## config.mk

```make
export PLATFORM = sky130hd
export DESIGN_NAME = ptw_frame_ram
export DESIGN_NICKNAME = d
export VERILOG_FILES = /design/src/rtl/core/ptw_pkg.sv /design/src/rtl/core/ptw_frame_ram.sv
export SDC_FILE = /design/constraint.sdc
export NUM_CORES = 2
export LEC_CHECK = 0
export BUFFER_PORTS_ARGS = -buffer_cell sky130_fd_sc_hd__buf_4
export CORE_MARGIN = 8
export CORE_UTILIZATION = 39
export DETAILED_ROUTE_END_ITERATION = 12
export PLACE_DENSITY = 0.5
export SKIP_CTS_REPAIR_TIMING = 1
export SYNTH_ARGS = -nofsm -noshare
export SYNTH_HDL_FRONTEND = slang
export SYNTH_SLANG_ARGS = --single-unit
```

## constraint.sdc

```tcl
create_clock -name clk -period 5.45 [get_ports clk]
set_input_delay 0.2725 -clock clk [delete_from_list [all_inputs] [get_ports clk]]
set_output_delay 0.2725 -clock clk [all_outputs]
set_load 0.05 [all_outputs]
```

## src/rtl/core/ptw_pkg.sv

```systemverilog
// Shared types, constants and codes for the radix page table walker.
// No dependencies; every other file imports this package.
package ptw_pkg;

  localparam int LEVELS = 4;
  localparam int ENTRIES_PER_FRAME = 512;
  localparam int FRAME_POOL = 64;

  localparam int IDX_W = $clog2(ENTRIES_PER_FRAME);
  localparam int SLOT_W = (FRAME_POOL > 1) ? $clog2(FRAME_POOL) : 1;
  localparam int ALLOC_W = $clog2(FRAME_POOL + 1);
  localparam int DEPTH_W = (LEVELS > 1) ? $clog2(LEVELS) : 1;
  localparam int ENT_ADDR_W = SLOT_W + IDX_W;
  localparam int PAY_W = 40;
  localparam int VA_W = 48;
  localparam int ENT_W = PAY_W + 2;
  localparam int ENT_LEAF_BIT = PAY_W + 1;
  localparam int ENT_MARK_BIT = PAY_W;
  localparam int TOP_SHIFT = 39;
  localparam int LEVEL_BITS = 9;
  localparam int SPARES = 3;

  localparam logic [ENT_W-1:0] ENT_LEAF = {1'b1, 1'b0, {PAY_W{1'b0}}};
  localparam logic [ENT_W-1:0] ENT_CLEAR = '0;

  typedef enum logic [1:0] {
    OP_WALK = 2'd0,
    OP_INSERT = 2'd1,
    OP_DELETE = 2'd2,
    OP_NONE = 2'd3
  } op_t;

  typedef enum logic [1:0] {
    KIND_VISIT = 2'd0,
    KIND_WALK_DONE = 2'd1,
    KIND_INSERT_DONE = 2'd2,
    KIND_DELETE_DONE = 2'd3
  } kind_t;

  typedef enum logic [2:0] {
    CFG_ROOT = 3'd0,
    CFG_SHIFT_ONE = 3'd1,
    CFG_SHIFT_TWO = 3'd2,
    CFG_SHIFT_THREE = 3'd3,
    CFG_SHIFT_FOUR = 3'd4
  } cfg_index_t;

  typedef enum logic [2:0] {
    ST_INIT,
    ST_IDLE,
    ST_READ,
    ST_EVAL,
    ST_CLEAR,
    ST_DONE
  } state_t;

  typedef struct packed {
    logic [1:0] op;
    logic [47:0] virtual_address;
    logic [39:0] mapped_frame;
    logic huge_page;
    logic [39:0] spare_frame_a;
    logic [39:0] spare_frame_b;
    logic [39:0] spare_frame_c;
  } in_item_t;

  typedef struct packed {
    logic [1:0] kind;
    logic [51:0] entry_address;
    logic entry_is_valid_leaf;
    logic [1:0] walk_depth;
    logic [39:0] translated_frame;
    logic [5:0] page_shift;
    logic fault;
    logic [1:0] frames_consumed;
    logic error;
    logic last;
  } out_item_t;

  typedef struct packed {
    logic [39:0] root;
    logic [3:0][5:0] shift;
  } cfg_t;

  typedef struct packed {
    logic en;
    logic [ENT_ADDR_W-1:0] addr;
    logic [ENT_W-1:0] data;
  } ent_wr_t;

  typedef struct packed {
    logic en;
    logic [SLOT_W-1:0] addr;
    logic [PAY_W-1:0] data;
  } frm_wr_t;

endpackage

```

## src/rtl/core/ptw_frame_ram.sv

```systemverilog
// Frame number of each table slot: one write port and one registered read port.
// Depends on ptw_pkg.
module ptw_frame_ram
  import ptw_pkg::*;
(
  input  logic clk,
  input  frm_wr_t wr,
  input  logic re,
  input  logic [SLOT_W-1:0] raddr,
  output logic [PAY_W-1:0] rdata
);

  logic [PAY_W-1:0] mem [FRAME_POOL];

  always_ff @(posedge clk) begin
    if (wr.en) begin
      mem[wr.addr] <= wr.data;
    end
    if (re) begin
      rdata <= mem[raddr];
    end
  end

endmodule

```

After elaboration in Yosys (flattened, before gate mapping)
Memory sizes are Yosys's and may differ from the RTL's. A register that Yosys moved wholly into a read port is not among the register bits.
Index checks and enable logic that the tools add are counted.
{"block": "totals", "reg_bits": 0, "ram_bits": 2560, "inputBits": 55, "out_inout_bits": 40, "word_cells": 3, "memories": 1}
{"memory": "mem", "words": 64, "width": 40, "read_ports": 1, "rd_ports_with_merged_regs": 1, "write_ports": 1, "line_no": "ptw_frame_ram.sv:13", "source": "logic [PAY_W-1:0] mem [FRAME_POOL];"}
{"block": "op_classes", "n_mux": 2}
{"op": "$mux 1", "count": 2}

Depth between registers and ports, before layout
{"block": "logic_depth", "depth_word": 2, "ltp_mapped": 9, "mapped_depth_nobuf": 5}

Worst setup path before layout
No wires, ideal clock.
{"block": "synth_timing", "kind": "input to register", "startpoint": "input wr[43] (netlist bit)", "endpoint": "memory mem[48][0], enable pin", "setup_time_ns": 0.487, "t_arrival_ns": 3.508, "required_ns": 4.963, "path_slack_ns": 1.455, "path_stages": 4, "n_path_buf": 1, "cell_sequence": "clkbuf_1 > nor2b_1 > nand4b_1 > nor3_1"}
{"element": "start: declaration", "line_no": "ptw_frame_ram.sv:7", "source": "input frm_wr_t wr,"}
{"element": "end: declaration", "line_no": "ptw_frame_ram.sv:13"}
No word-level cell before the write port.

==> flow_metrics.py <==
metrics = {
    "job": {
        "cap_violations": 0,
    },
    "synth": {
        "synth_edf_count": 2600,
        "ys.flop_type": "edfxtp_1",
        "synth_cells": 4195,
        "netlist_area_um2": 98200,
        "synth_warnings": 0,
        "synth_seq_cells": 2600,
        "synth.distinct_cells": 35,
        "seq_area_frac_synth_pct": 79.5,
        "avgSynthCellArea_um2": 23.4,
        "synthArstFlopShare_pct": 0,
        "syn_nets": 4250,
    },
    "cells_and_area": {
        "final_common_cell": "edfxtp_1",
        "synthToLayoutAreaGrowth_pct": 14.8,
        "finalNetCount": 4618,
        "drive_gt1_share_pct": 28.3,
        "final_cell_area_um2": 113000,
        "layout_common_cells": "2600 x edfxtp_1, 608 x mux4_2, 291 x clkbuf_16",
    },
    "placement": {
        "port-buffer-count": 94,
        "dpl_worst_slack_ps": 1020,
        "dpl.hpwl_mm": 156,
        "gp_congestion": 0.745,
        "placed_cell_area_um2": 104000,
    },
    "sta": {
        "fin_crit_ps": 3320,
        "maxSlewViolCount": 0,
        "holdWs_ps": 54.4,
        "finalWorstSetupSlack_ps": 2130,
        "tightest_slew_ps": 1460,
        "setup_viol": 0,
        "relSlewSlack_pct": 2.93,
        "grt_setup_unrepaired": "false",
        "hold_viol": 0,
        "fin_tns_setup_ps": 0,
        "finalCritPeriodShare_pct": 60.9,
        "clock-skew-final_ps": 52.2,
        "fmax_mhz": 301,
    },
    "floorplan": {
        "rows": 184,
        "core-area_um2": 251000,
        "start_util_pct": 39.1,
        "die_h_um": 518,
        "die_x_um": 518,
        "die_area_um2": 268000,
        "io-pin-count": 95,
    },
    "clock_tree": {
        "clockBufferDepth": 4,
        "cts.sinks": 2600,
        "htree_levels": 5,
        "clkTransAtPathRegs_ps": 60,
        "root_buffer": "clkbuf_16",
        "clk_latency_ps": 910,
        "cts-buffers-inserted": 287,
        "cts_tree": "yes",
    },
    "detailed_routing": {
        "first_pass_iters": 7,
        "num_vias": 46476,
        "routed_via_density": 5.73,
        "wl_per_cell_um": 33.8,
        "wl_mm": 274,
        "drc_errors": 0,
        "first_iter_violations": 5184,
        "detail-route-antenna-nets": 0,
    },
    "global_route": {
        "antenna_found_initial": 20,
        "grt_pass1_wl_mm": 381,
        "grt_usage_pct": 19.9,
        "grt_overflow": 0,
        "grt_max_degree": 107,
        "grt_pass1_vias": 47857,
    },
    "status": {
        "outcome": "complete, no violations",
    },
    "worst_setup_path": {
        "path_depth": 7,
        "crit_family": "buffers and inverters",
        "cp_data_required_time_ps": 6040,
        "worstPathCellList": "buf_8 -> buf_12 -> buf_12 -> mux4_2 -> mux2_2 -> a221oi_1 -> nor4_1",
        "critPathMostFrequentCell": "buf_12",
        "reg2reg_setup_slack_ps": 2620,
        "critPathKind": "in -> reg",
        "arrival_ps": 3920,
        "r2r_start": "mem[31][32]",
        "start_kind": "input port",
        "startpoint": "raddr[0]",
        "endpoint": "rdata[32]",
        "end_kind": "register",
        "rr_worst_depth": 4,
        "worst-path-buf-inv": 3,
        "slowest_delay_ps": 1200,
        "slowest_stage": "a221oi_1",
        "critPathMaxFanout": 64,
        "reg2reg_to": "rdata[32]",
    },
    "power": {
        "ir_drop_v": 0.000322,
        "total_power_uw": 42300,
        "power_density_nw_per_um2": 375,
        "p_leak_uw": 0.0348,
    },
    "min_path": {
        "hold_path_depth": 3,
        "min_path_type": "in -> reg",
    },
}
## power breakdown
part	internal [uW]	total [uW]	leakage, uW	switching, uW
Clock	10300	17900	0.00411	7510
Sequential	22200	22300	0.0234	84.4
Combinational	745	2130	0.00732	1390
## worst reg2reg max path, delay by kind of cell, from the launching register on
| family | cells | cell delay (ps) |
|---|---|---|
| compound gates | 1 | 1200 |
| mux | 2 | 790 |
| flops | 1 | 370 |
| simple gates | 1 | 170 |
## cell families after synthesis
logic type,after synthesis,share of synthesized area [%]
buffers and inverters,238,1.26
muxes,759,15.5
DFF,2600,79.5
AOI/OAI and AO/OA,383,2.67
and+or+nand+nor,215,1.07
## metrics by stage
stage                     utilization, %  cells
after floorplan                        -   4195
after global placement              41.4   7578
after detailed placement            41.4   7580
after CTS                           44.8   8060
after global routing                45.0   8103
final                               45.0   8106
## sequential cells by signal, indices dropped and copies added, names as in the netlist
signal	flops
rdata	40
mem	2560
## worst min path at each step
| stage | startpoint | endpoint | slack (ps) |
|---|---|---|---|
| detailed placement | raddr[5] | rdata[30] | 720 |
| global placement | raddr[5] | rdata[30] | 720 |
| finish | wr[42] | mem[54][5] | 50 |
| global route | wr[42] | mem[54][5] | 20 |
| floorplan | wr[0] | mem[0][0] | 370 |
| CTS | raddr[5] | rdata[30] | -240 |
## Yosys cell counts (3+ instances only)
library cell	n	area share, %
a211oi_1	6	0.046
a21oi_1	68	0.35
a221oi_1	34	0.30
a22o_1	16	0.14
a22oi_1	18	0.14
and2_1	4	0.025
and3_1	6	0.038
buf_1	20	0.076
buf_2	81	0.41
buf_4	49	0.37
buf_6	8	0.092
clkbuf_1	80	0.31
edfxtp_1	2600	79
mux2_2	38	0.44
mux2i_1	113	1.2
mux4_2	608	14
nand2_1	19	0.073
nand2b_1	13	0.083
nand3_1	8	0.041
nand3b_1	3	0.023
nor2_1	97	0.37
nor2b_1	16	0.10
nor3_1	3	0.015
nor4_1	34	0.22
o21a_1	8	0.061
o21ai_0	8	0.041
o21ai_1	14	0.071
o221ai_1	42	0.37
o22a_1	26	0.23
o22ai_1	143	0.91
or2_2	4	0.025
or3_1	3	0.019
## cell type report
type	count	area, um^2
Timing Repair Buffer	317	2690
Antenna cell	4	10.0
Sequential cell	2600	78100
Tap cell	3348	4190
Fill cell	21136	138000
Multi-Input combinational cell	1357	19400
Clock inverter	125	906
Clock buffer	355	7520
## metal layers
layer	vias up	share of wire (%)	global-route usage (%)
met2	1614	47	31.6
met5	-	0.0044	0
li1	18870	-	-
met3	368	6.4	3.75
met4	2	2.9	5.58
met1	25622	44	28.5
Note: power is estimated with default switching activity, not from simulation.
