### src/rtl/core/ptw_pkg.sv
// Shared types, constants and codes for the radix page table walker.
// No dependencies; every other file imports this package.
package ptw_pkg;

  localparam int LEVELS = 4;
  localparam int ENTRIES_PER_FRAME = 512;
  localparam int FRAME_POOL = 64;

  localparam int IDX_W = $clog2(ENTRIES_PER_FRAME);
  localparam int SLOT_W = (FRAME_POOL > 1) ? $clog2(FRAME_POOL) : 1;
  localparam int ALLOC_W = $clog2(FRAME_POOL + 1);
  localparam int DEPTH_W = (LEVELS > 1) ? $clog2(LEVELS) : 1;
  localparam int ENT_ADDR_W = SLOT_W + IDX_W;
  localparam int PAY_W = 40;
  localparam int VA_W = 48;
  localparam int ENT_W = PAY_W + 2;
  localparam int ENT_LEAF_BIT = PAY_W + 1;
  localparam int ENT_MARK_BIT = PAY_W;
  localparam int TOP_SHIFT = 39;
  localparam int LEVEL_BITS = 9;
  localparam int SPARES = 3;

  localparam logic [ENT_W-1:0] ENT_LEAF = {1'b1, 1'b0, {PAY_W{1'b0}}};
  localparam logic [ENT_W-1:0] ENT_CLEAR = '0;

  typedef enum logic [1:0] {
    OP_WALK = 2'd0,
    OP_INSERT = 2'd1,
    OP_DELETE = 2'd2,
    OP_NONE = 2'd3
  } op_t;

  typedef enum logic [1:0] {
    KIND_VISIT = 2'd0,
    KIND_WALK_DONE = 2'd1,
    KIND_INSERT_DONE = 2'd2,
    KIND_DELETE_DONE = 2'd3
  } kind_t;

  typedef enum logic [2:0] {
    CFG_ROOT = 3'd0,
    CFG_SHIFT_ONE = 3'd1,
    CFG_SHIFT_TWO = 3'd2,
    CFG_SHIFT_THREE = 3'd3,
    CFG_SHIFT_FOUR = 3'd4
  } cfg_index_t;

  typedef enum logic [2:0] {
    ST_INIT,
    ST_IDLE,
    ST_READ,
    ST_EVAL,
    ST_CLEAR,
    ST_DONE
  } state_t;

  typedef struct packed {
    logic [1:0] op;
    logic [47:0] virtual_address;
    logic [39:0] mapped_frame;
    logic huge_page;
    logic [39:0] spare_frame_a;
    logic [39:0] spare_frame_b;
    logic [39:0] spare_frame_c;
  } in_item_t;

  typedef struct packed {
    logic [1:0] kind;
    logic [51:0] entry_address;
    logic entry_is_valid_leaf;
    logic [1:0] walk_depth;
    logic [39:0] translated_frame;
    logic [5:0] page_shift;
    logic fault;
    logic [1:0] frames_consumed;
    logic error;
    logic last;
  } out_item_t;

  typedef struct packed {
    logic [39:0] root;
    logic [3:0][5:0] shift;
  } cfg_t;

  typedef struct packed {
    logic en;
    logic [ENT_ADDR_W-1:0] addr;
    logic [ENT_W-1:0] data;
  } ent_wr_t;

  typedef struct packed {
    logic en;
    logic [SLOT_W-1:0] addr;
    logic [PAY_W-1:0] data;
  } frm_wr_t;

endpackage

### src/rtl/core/ptw_seq.sv
// Sequencer that walks, inserts and deletes one level per pass over the stores.
// Depends on ptw_pkg; drives ptw_entry_ram and ptw_frame_ram.
module ptw_seq
  import ptw_pkg::*;
(
  input  logic clk,
  input  logic rst,
  input  cfg_t cfg,
  input  logic in_valid,
  output logic in_stall,
  input  in_item_t in_item,
  output logic out_valid,
  input  logic out_stall,
  output out_item_t out_item,
  output ent_wr_t ent_wr,
  output logic ent_re,
  output logic [ENT_ADDR_W-1:0] ent_raddr,
  input  logic [ENT_W-1:0] ent_rdata,
  output frm_wr_t frm_wr,
  output logic frm_re,
  output logic [SLOT_W-1:0] frm_raddr,
  input  logic [PAY_W-1:0] frm_rdata
);

  localparam logic [DEPTH_W-1:0] DEPTH_LAST = DEPTH_W'(LEVELS - 1);
  localparam logic [DEPTH_W-1:0] DEPTH_TWO = DEPTH_W'(LEVELS - 2);

  state_t state, state_next;
  in_item_t req;
  logic [SLOT_W-1:0] slot, slot_next;
  logic [DEPTH_W-1:0] depth, depth_next;
  logic [1:0] used, used_next;
  logic [ALLOC_W-1:0] alloc_cnt, alloc_cnt_next;
  logic [IDX_W-1:0] clr_cnt, clr_cnt_next;
  logic [SLOT_W-1:0] clr_slot, clr_slot_next;
  logic [ENT_W-1:0] clr_fill, clr_fill_next;
  kind_t done_kind, done_kind_next;
  logic [PAY_W-1:0] done_tf, done_tf_next;
  logic [5:0] done_ps, done_ps_next;
  logic done_fault, done_fault_next;
  logic done_err, done_err_next;
  out_item_t out_next;
  logic out_load;

  logic [IDX_W-1:0] idx;
  logic [PAY_W-1:0] frame;
  logic e_leaf, e_mark, link_ok, at_target, pool_full, out_free;
  logic [PAY_W-1:0] e_pay;
  logic [1:0] ps_sel;
  logic [PAY_W-1:0] spare;

  always_comb begin
    idx = '0;
    for (int d = 0; d < LEVELS; d++) begin
      if (depth == DEPTH_W'(d)) begin
        idx = req.virtual_address[(TOP_SHIFT - LEVEL_BITS * d) +: IDX_W];
      end
    end
  end

  always_comb begin
    e_leaf = ent_rdata[ENT_LEAF_BIT];
    e_mark = ent_rdata[ENT_MARK_BIT];
    e_pay = ent_rdata[PAY_W-1:0];
    link_ok = !e_leaf && e_mark && (e_pay < PAY_W'(FRAME_POOL));
    frame = (slot == '0) ? cfg.root : frm_rdata;
    at_target = req.huge_page ? (depth == DEPTH_TWO) : (depth == DEPTH_LAST);
    pool_full = (alloc_cnt >= ALLOC_W'(FRAME_POOL)) || (used == 2'(SPARES));
    out_free = !out_valid || !out_stall;
    ps_sel = 2'(LEVELS - 1 - int'(depth));
    unique case (used)
      2'd0: spare = req.spare_frame_a;
      2'd1: spare = req.spare_frame_b;
      default: spare = req.spare_frame_c;
    endcase
  end

  always_comb begin
    state_next = state;
    unique case (state)
      ST_INIT: begin
        if (clr_cnt == IDX_W'(ENTRIES_PER_FRAME - 1)) state_next = ST_IDLE;
      end
      ST_IDLE: begin
        if (in_valid && (in_item.op != OP_NONE)) state_next = ST_READ;
      end
      ST_READ: state_next = ST_EVAL;
      ST_EVAL: begin
        unique case (op_t'(req.op))
          OP_WALK: begin
            if (out_free) begin
              if (!e_leaf && link_ok && depth != DEPTH_LAST) state_next = ST_READ;
              else state_next = ST_DONE;
            end
          end
          OP_INSERT: begin
            if (at_target || e_leaf) state_next = ST_DONE;
            else if (link_ok) state_next = ST_READ;
            else if (pool_full) state_next = ST_DONE;
            else state_next = ST_CLEAR;
          end
          default: begin
            if (!e_leaf && link_ok && depth != DEPTH_LAST) state_next = ST_READ;
            else state_next = ST_DONE;
          end
        endcase
      end
      ST_CLEAR: begin
        if (clr_cnt == IDX_W'(ENTRIES_PER_FRAME - 1)) state_next = ST_READ;
      end
      ST_DONE: begin
        if (out_free) state_next = ST_IDLE;
      end
      default: state_next = ST_IDLE;
    endcase
  end

  always_comb begin
    in_stall = (state != ST_IDLE);
    slot_next = slot;
    depth_next = depth;
    used_next = used;
    alloc_cnt_next = alloc_cnt;
    clr_cnt_next = clr_cnt;
    clr_slot_next = clr_slot;
    clr_fill_next = clr_fill;
    done_kind_next = done_kind;
    done_tf_next = done_tf;
    done_ps_next = done_ps;
    done_fault_next = done_fault;
    done_err_next = done_err;
    ent_wr = '0;
    frm_wr = '0;
    ent_re = 1'b0;
    ent_raddr = {slot, idx};
    frm_re = 1'b0;
    frm_raddr = slot;
    out_load = 1'b0;
    out_next = '0;
    unique case (state)
      ST_INIT, ST_CLEAR: begin
        ent_wr.en = 1'b1;
        ent_wr.addr = {clr_slot, clr_cnt};
        ent_wr.data = clr_fill;
        clr_cnt_next = clr_cnt + 1'b1;
      end
      ST_IDLE: begin
        slot_next = '0;
        depth_next = '0;
        used_next = '0;
        done_tf_next = '0;
        done_ps_next = '0;
        done_fault_next = 1'b0;
        done_err_next = 1'b0;
        unique case (op_t'(in_item.op))
          OP_WALK: done_kind_next = KIND_WALK_DONE;
          OP_INSERT: done_kind_next = KIND_INSERT_DONE;
          default: done_kind_next = KIND_DELETE_DONE;
        endcase
      end
      ST_READ: begin
        ent_re = 1'b1;
        frm_re = 1'b1;
      end
      ST_EVAL: begin
        unique case (op_t'(req.op))
          OP_WALK: begin
            if (out_free) begin
              out_load = 1'b1;
              out_next.kind = KIND_VISIT;
              out_next.entry_address = {frame, idx, 3'b000};
              out_next.entry_is_valid_leaf = e_leaf && e_mark;
              out_next.walk_depth = 2'(depth);
              if (e_leaf && e_mark) begin
                done_tf_next = e_pay;
                done_ps_next = cfg.shift[ps_sel];
              end else if (!e_leaf && link_ok && depth != DEPTH_LAST) begin
                slot_next = e_pay[SLOT_W-1:0];
                depth_next = depth + 1'b1;
              end else begin
                done_fault_next = 1'b1;
              end
            end
          end
          OP_INSERT: begin
            if (at_target) begin
              ent_wr.en = 1'b1;
              ent_wr.addr = {slot, idx};
              ent_wr.data = {1'b1, 1'b1, req.mapped_frame};
            end else if (e_leaf) begin
              done_err_next = 1'b1;
            end else if (link_ok) begin
              slot_next = e_pay[SLOT_W-1:0];
              depth_next = depth + 1'b1;
            end else if (pool_full) begin
              done_err_next = 1'b1;
            end else begin
              ent_wr.en = 1'b1;
              ent_wr.addr = {slot, idx};
              ent_wr.data = {1'b0, 1'b1, PAY_W'(alloc_cnt)};
              frm_wr.en = 1'b1;
              frm_wr.addr = alloc_cnt[SLOT_W-1:0];
              frm_wr.data = spare;
              alloc_cnt_next = alloc_cnt + 1'b1;
              used_next = used + 1'b1;
              clr_slot_next = alloc_cnt[SLOT_W-1:0];
              clr_cnt_next = '0;
              clr_fill_next = (depth == DEPTH_TWO) ? ENT_LEAF : ENT_CLEAR;
              slot_next = alloc_cnt[SLOT_W-1:0];
              depth_next = depth + 1'b1;
            end
          end
          default: begin
            if (e_leaf) begin
              ent_wr.en = 1'b1;
              ent_wr.addr = {slot, idx};
              ent_wr.data = ENT_LEAF;
            end else if (link_ok && depth != DEPTH_LAST) begin
              slot_next = e_pay[SLOT_W-1:0];
              depth_next = depth + 1'b1;
            end else begin
              done_err_next = 1'b1;
            end
          end
        endcase
      end
      ST_DONE: begin
        if (out_free) begin
          out_load = 1'b1;
          out_next.kind = done_kind;
          out_next.last = 1'b1;
          out_next.error = done_err;
          out_next.fault = done_fault;
          out_next.translated_frame = done_tf;
          out_next.page_shift = done_ps;
          out_next.frames_consumed = (done_kind == KIND_INSERT_DONE) ? used : 2'd0;
        end
      end
      default: ;
    endcase
  end

  always_ff @(posedge clk) begin
    if (rst) begin
      state <= ST_INIT;
      clr_cnt <= '0;
      clr_slot <= '0;
      clr_fill <= ENT_CLEAR;
      alloc_cnt <= ALLOC_W'(1);
      out_valid <= 1'b0;
    end else begin
      state <= state_next;
      clr_cnt <= clr_cnt_next;
      clr_slot <= clr_slot_next;
      clr_fill <= clr_fill_next;
      alloc_cnt <= alloc_cnt_next;
      if (out_load) out_valid <= 1'b1;
      else if (!out_stall) out_valid <= 1'b0;
    end
  end

  always_ff @(posedge clk) begin
    if (state == ST_IDLE && in_valid) req <= in_item;
    if (out_load) out_item <= out_next;
    slot <= slot_next;
    depth <= depth_next;
    used <= used_next;
    done_kind <= done_kind_next;
    done_tf <= done_tf_next;
    done_ps <= done_ps_next;
    done_fault <= done_fault_next;
    done_err <= done_err_next;
  end

  a_alloc_range: assert property (@(posedge clk) disable iff (rst)
    (alloc_cnt != '0) && (alloc_cnt <= ALLOC_W'(FRAME_POOL)))
    else $error("frame allocation count out of range");

  a_alloc_clears: assert property (@(posedge clk) disable iff (rst)
    (!$past(rst) && alloc_cnt != $past(alloc_cnt)) |-> (state == ST_CLEAR))
    else $error("new frame not swept after allocation");

  a_fault_zero: assert property (@(posedge clk) disable iff (rst)
    (out_valid && out_item.fault) |->
      (out_item.translated_frame == '0 && out_item.page_shift == '0))
    else $error("faulting walk reported a translation");

endmodule

### config.mk
export PLATFORM = sky130hd
export DESIGN_NAME = ptw_seq
export DESIGN_NICKNAME = d
export VERILOG_FILES = /design/src/rtl/core/ptw_pkg.sv /design/src/rtl/core/ptw_seq.sv
export SDC_FILE = /design/constraint.sdc
export NUM_CORES = 1
export LEC_CHECK = 0
export BUFFER_PORTS_ARGS = -buffer_cell sky130_fd_sc_hd__buf_2
export CORE_AREA = 2 2 234 236
export DETAILED_ROUTE_END_ITERATION = 12
export DIE_AREA = 0 0 236 238
export PLACE_DENSITY = 0.61
export SETUP_SLACK_MARGIN = 0.5
export SYNTH_ARGS = -nofsm -noshare
export SYNTH_HDL_FRONTEND = slang
export SYNTH_SLANG_ARGS = --single-unit
### constraint.sdc
create_clock -name clk -period 7.8 [get_ports clk]
set_input_delay 0 -clock clk [delete_from_list [all_inputs] [get_ports clk]]
set_output_delay 0 -clock clk [all_outputs]
set_load 0.005 [all_outputs]
# Yosys cells after proc, flatten, opt, wreduce, memory -nomap -nowiden
# Index checks and enable logic that the tools add are counted.
[classes] magnitude_cmp=3 n_addsub=5 n_eq_ne=45 shift=0 muxes=100 n_div=0 n_bitwise=4 multipliers=0 n_reduce_logical=35
[ops] op="2-to-1 mux 58 bit" count=5
[ops] op="2-to-1 mux 47 bit" count=6
[ops] op="case mux 58 bit (2 select lines)" count=2
[ops] op="2-to-1 mux 40 bit" count=4
[ops] op="case mux 40 bit (2 select lines)" count=2
[ops] op="2-to-1 mux 9 bit" count=9
[ops] op="2-to-1 mux 6 bit" count=13
[ops] op="2-to-1 mux 55 bit" count=1
[ops] op="2-to-1 mux 42 bit" count=1
[ops] op="less-than comparator 40 x 7 -> 1 bit (second input constant)" count=1
[ops] op="case mux 6 bit (2 select lines)" count=3
[ops] op="2-to-1 mux 2 bit" count=15
[ops] op="!= test 2 bit (second input constant)" count=15
[ops] op="2-to-1 mux 3 bit" count=8
[ops] op="case mux 2 bit (2 select lines)" count=5
[ops] op="2-to-1 mux 1 bit" count=18
[ops] op="case mux 3 bit (6 select lines)" count=1
[ops] op="case mux 9 bit (2 select lines)" count=1
[ops] op="AND reduction 6 bit" count=3
[ops] op="!= test 3 bit (second input constant)" count=5
[ops] op="binary-select mux 6 bit (select 2 bit)" count=1
[ops] op="!= test 4 bit (second input constant)" count=3
[ops] op="AND reduction 5 bit" count=2
[ops] op="adder 9 x 1 -> 9 bit (second input constant)" count=1
[ops] op="31 further kinds" count=67
[totals] rom_bits=0 ram_bits=0 latch_bits=0 input_bits=361 output_inout_bits=238 elab_cells=224 mem_count=0 ff_bits=447

# Logic depth before layout (Yosys ltp)
[depth] word_depth=11 depth_mapped=10 depth_no_buf=8

# Worst setup path after synthesis
# Ideal clock, no wire load.
[synth_timing] path_kind="reg2reg" startpoint="register state[0]" endpoint="register req[0] (netlist bit), enable pin" setup_ns=0.584 path_stages_with_launch=5 n_path_buf=1 synth_period_minus_slack_ns=6.148 slack_ns=1.652 arrival_ns=5.564 t_required_ns=7.216 cell_sequence="dfxtp_1 > clkbuf_1 > nand2b_1 > nor2_1 > and2_1"
[synth_between] elab_chain_len=2
[synth_rtl] element="start, declared" line="ptw_seq.sv:28" source="state_t state, state_next;"
[synth_rtl] element="start signal, assigned" line="ptw_seq.sv:252" source="state <= state_next;"
[synth_rtl] element="equality test 3 x 1 -> 1 bit" line="ptw_seq.sv:263" source="if (state == ST_IDLE && in_valid) req <= in_item;"
[synth_rtl] element="logical AND 1 bit" line="ptw_seq.sv:263"
[synth_rtl] element="end signal, assigned" line="ptw_seq.sv:263"
[synth_rtl] element="end, declared" line="ptw_seq.sv:29" source="in_item_t req;"
# No other way between the ends.
# A chain may end at the register's enable or synchronous reset.

==> out/results.txt <==
drt initial violations -> 758
clk slew on worst S/H paths -> 60 ps
combinational power share -> 5.3%
GRT Overall Usage -> 17.8%
initial antenna violation count -> 5
largest fanout on the critical path -> 58
ys flop type -> edfxtp_1
setup bufs post-CTS -> 0
static leakage -> 9.56 nW
drt wl/cell -> 18.8 µm
largest net degree at the start of global routing -> 167
die area -> 56200 µm²
switching power -> 937 µW
max frequency -> 232 MHz
placed cells -> 2366
CTS tree -> yes
IO Port Bufs -> 583
die width -> 236 µm
Worst VDD drop -> 0.174 mV
Worst Path Arrival -> 4320 ps
Starting Density -> 29.5%
Unique masters post-synth -> 51
FF-to-FF Start -> depth[0]
Synth Instances -> 1156
clock power share -> 44.0%
Final Non-Filler Cells -> 2787
first-pass GRT wire length -> 76500 µm
Worst Path Required -> 7800 ps
fin crit share -> 55.4%
Internal -> 3.55 mW
total grt overflow -> 0
Final ANT Viol Nets -> 0
Max-slew headroom -> 14.6%
area grow syn2layout -> 52.7%
Async S/R FF share, synth -> 0%
crit path kind -> flop to output pin
RSZ-0062 raised after global routing -> no
post-synthesis sequential area ratio -> 72.8%
Min Clock Period, post-route -> 4320 ps
crit end category -> output pin
number of synthesized flops with an enable pin -> 364
number of vias per cell -> 4.66
Hold Crit Start -> ent_rdata[41]
layout cell share with drive strength beyond 1 -> 32.9%
crit start category -> flop
Ports -> 599
status -> finished clean
CTS root buf -> clkbuf_16
Layout Skew -> 20.4 ps
#FFs+latches synth -> 391
final routed DRC violation total -> 0
vias -> 13000
Critical Path Start -> depth[0]
sequential share of power -> 50.7%
Pre-antenna DRT Iters -> 5
vias in the first global route -> 13100
worst skew pair latency -> 580 ps
CTS max path bufs -> 3
Design Area, Final -> 24100 µm²
measured slew at the worst slew-check pin -> 1280 ps
Routability Congestion -> 0.845
Hold Path Class -> input pin to flop
Cell Area, Synth -> 15800 µm²
area post-placement -> 19300 µm²
HPWL Detailed -> 33700 µm
Sinks on Clock Net -> 391
Avg Inst Size Synth -> 13.6 µm²
fin. max-slew vios -> 0
H-tree depth -> 2
CTS Hold Bufs -> 336
Yosys Warn Count -> 0
number of nets in the layout -> 2424
Hold Violations, Final -> 0
max-cap viol count -> 0
final setup fails -> 0
post-cts sizing count -> 0
switching share of power -> 20.9%
Cell Rows -> 85
Num CTS Buffers -> 44
setup_tns -> 0 ps
WL final -> 52300 µm
PwrDens -> 187 nW/µm²
core area -> 53500 µm²
Die H -> 238 µm
==> power by group through the flow <==
stage               Sequential [mW]  Combinational [mW]  Clock, mW
detailed placement             2.32               0.113          0
finish                         2.28               0.236       1.97
CTS                            2.28               0.231       2.04
global placement               2.32               0.111          0
floorplan                      2.32              0.0188          0
global route                   2.28               0.254       2.11
==> worst paths after layout <==
| check | end | depth (start not counted) | slack, ps |
|---|---|---|---|
| worst max-delay path | frm_wr[35] | 8 | 3480 |
| worst min-delay path | out_item[53] | 3 | 40 |
| worst max register to register | alloc_cnt[5] | 8 | 3920 |
| worst min register to register | clr_slot[0] | 2 | 500 |
==> critical path, stage by stage (launching register included) <==
cell      delay [ps]
edfxtp_1         710
inv_1            160
ha_1             560
mux2_2           680
nor4_2           460
o31ai_4          120
buf_4            370
a21oi_1          450
buf_2            200
==> metal layers <==
metal  global-route usage (%)  up-vias  part of all wire, %
met1                     21.2     6251                   39
met3                     4.21      120                  6.9
met2                     30.8      597                   50
met5                        0        -                0.025
met4                     7.93        2                  4.0
li1                         -     6029                    -
==> layout make-up <==
type / instances / area [µm²]
fillers: 4749 / 29400
flip-flops and latches: 391 / 11500
repair buffers: 932 / 6390
multi-input cells: 659 / 3880
clock buffers: 58 / 1180
well taps: 696 / 871
clock inverters: 21 / 158
inverters: 24 / 90.1
diodes: 6 / 15.0
==> metrics by stage <==
step           utilization (%)  hold WS, ps  setup slack, ps  power (mW)
2_1_floorplan                -         98.9             1650        2.34
6_report                  45.0         36.4             3480        4.49
5_1_grt                   45.0         26.4             3080        4.64
3_3_place_gp              36.2          176             3970        2.43
3_5_place_dp              36.2          178             3900        2.44
4_1_cts                   45.0         9.49             3380        4.54
==> logic make-up after synthesis <==
group / count (synthesis) / synth area share [%]
buffers and inverters: 108 / 2.97
xor gates and xnor gates: 8 / 0.445
other: 1 / 0.0238
adders and majority gates: 11 / 0.873
muxes: 11 / 1.18
AOI/OAI and AO/OA: 220 / 8.64
DFF: 391 / 72.8
and+or+nand+nor: 406 / 13.1
==> state kept, by name (all words and copies together), names as in the netlist, 3 cells and up <==
signal	flops
req	199
out_item	105
done_tf	40
clr_cnt	9
alloc_cnt	7
clr_slot	6
done_ps	6
frm_raddr	6
state	3
==> layout by cell type, fill, tap and decap left out, drive strengths merged, types with 6 or more instances in the layout <==
cell type,synthesis,layout
o31ai,7,7
ha,11,11
dlygate4sd3,0,336
a22o,6,6
o21ai,23,23
a21oi,105,105
nor4,11,11
nand2,153,153
nand2b,6,6
a21o,7,7
and3,36,36
or3,6,6
and2,106,106
inv,24,28
nor3,12,12
edfxtp,364,364
a221oi,9,9
nand3,10,10
clkinv,0,12
clkbuf,65,58
nor2b,11,11
diode,0,6
mux4,6,6
dfxtp,27,27
a22oi,48,48
buf,19,596
nor2,44,44
==> synth_stat cells, types with 5 or more instances <==
cell type  count  area [µm²]
nor2b_1       11        68.8
or3_1          5        31.3
o31ai_1        7        52.6
mux4_2         6         135
a21oi_1      105         526
dfxtp_1       27         541
a22oi_1       48         360
nor3_1        12        60.1
clkbuf_1      65         244
nand3_1       10        50.1
buf_4         11        82.6
nand2b_1       6        37.5
ha_1          11         138
a22o_1         6        52.6
nor2_1        44         165
a221oi_1       9        78.8
o21ai_0       23         115
nor4_1        10        62.6
buf_2          5        25.0
edfxtp_1     364       10900
nand2_1      153         574
inv_1         24        90.1
a21o_1         7        52.6
and3_1        36         225
and2_1       106         663
Note: power is estimated with default switching activity, not from simulation.
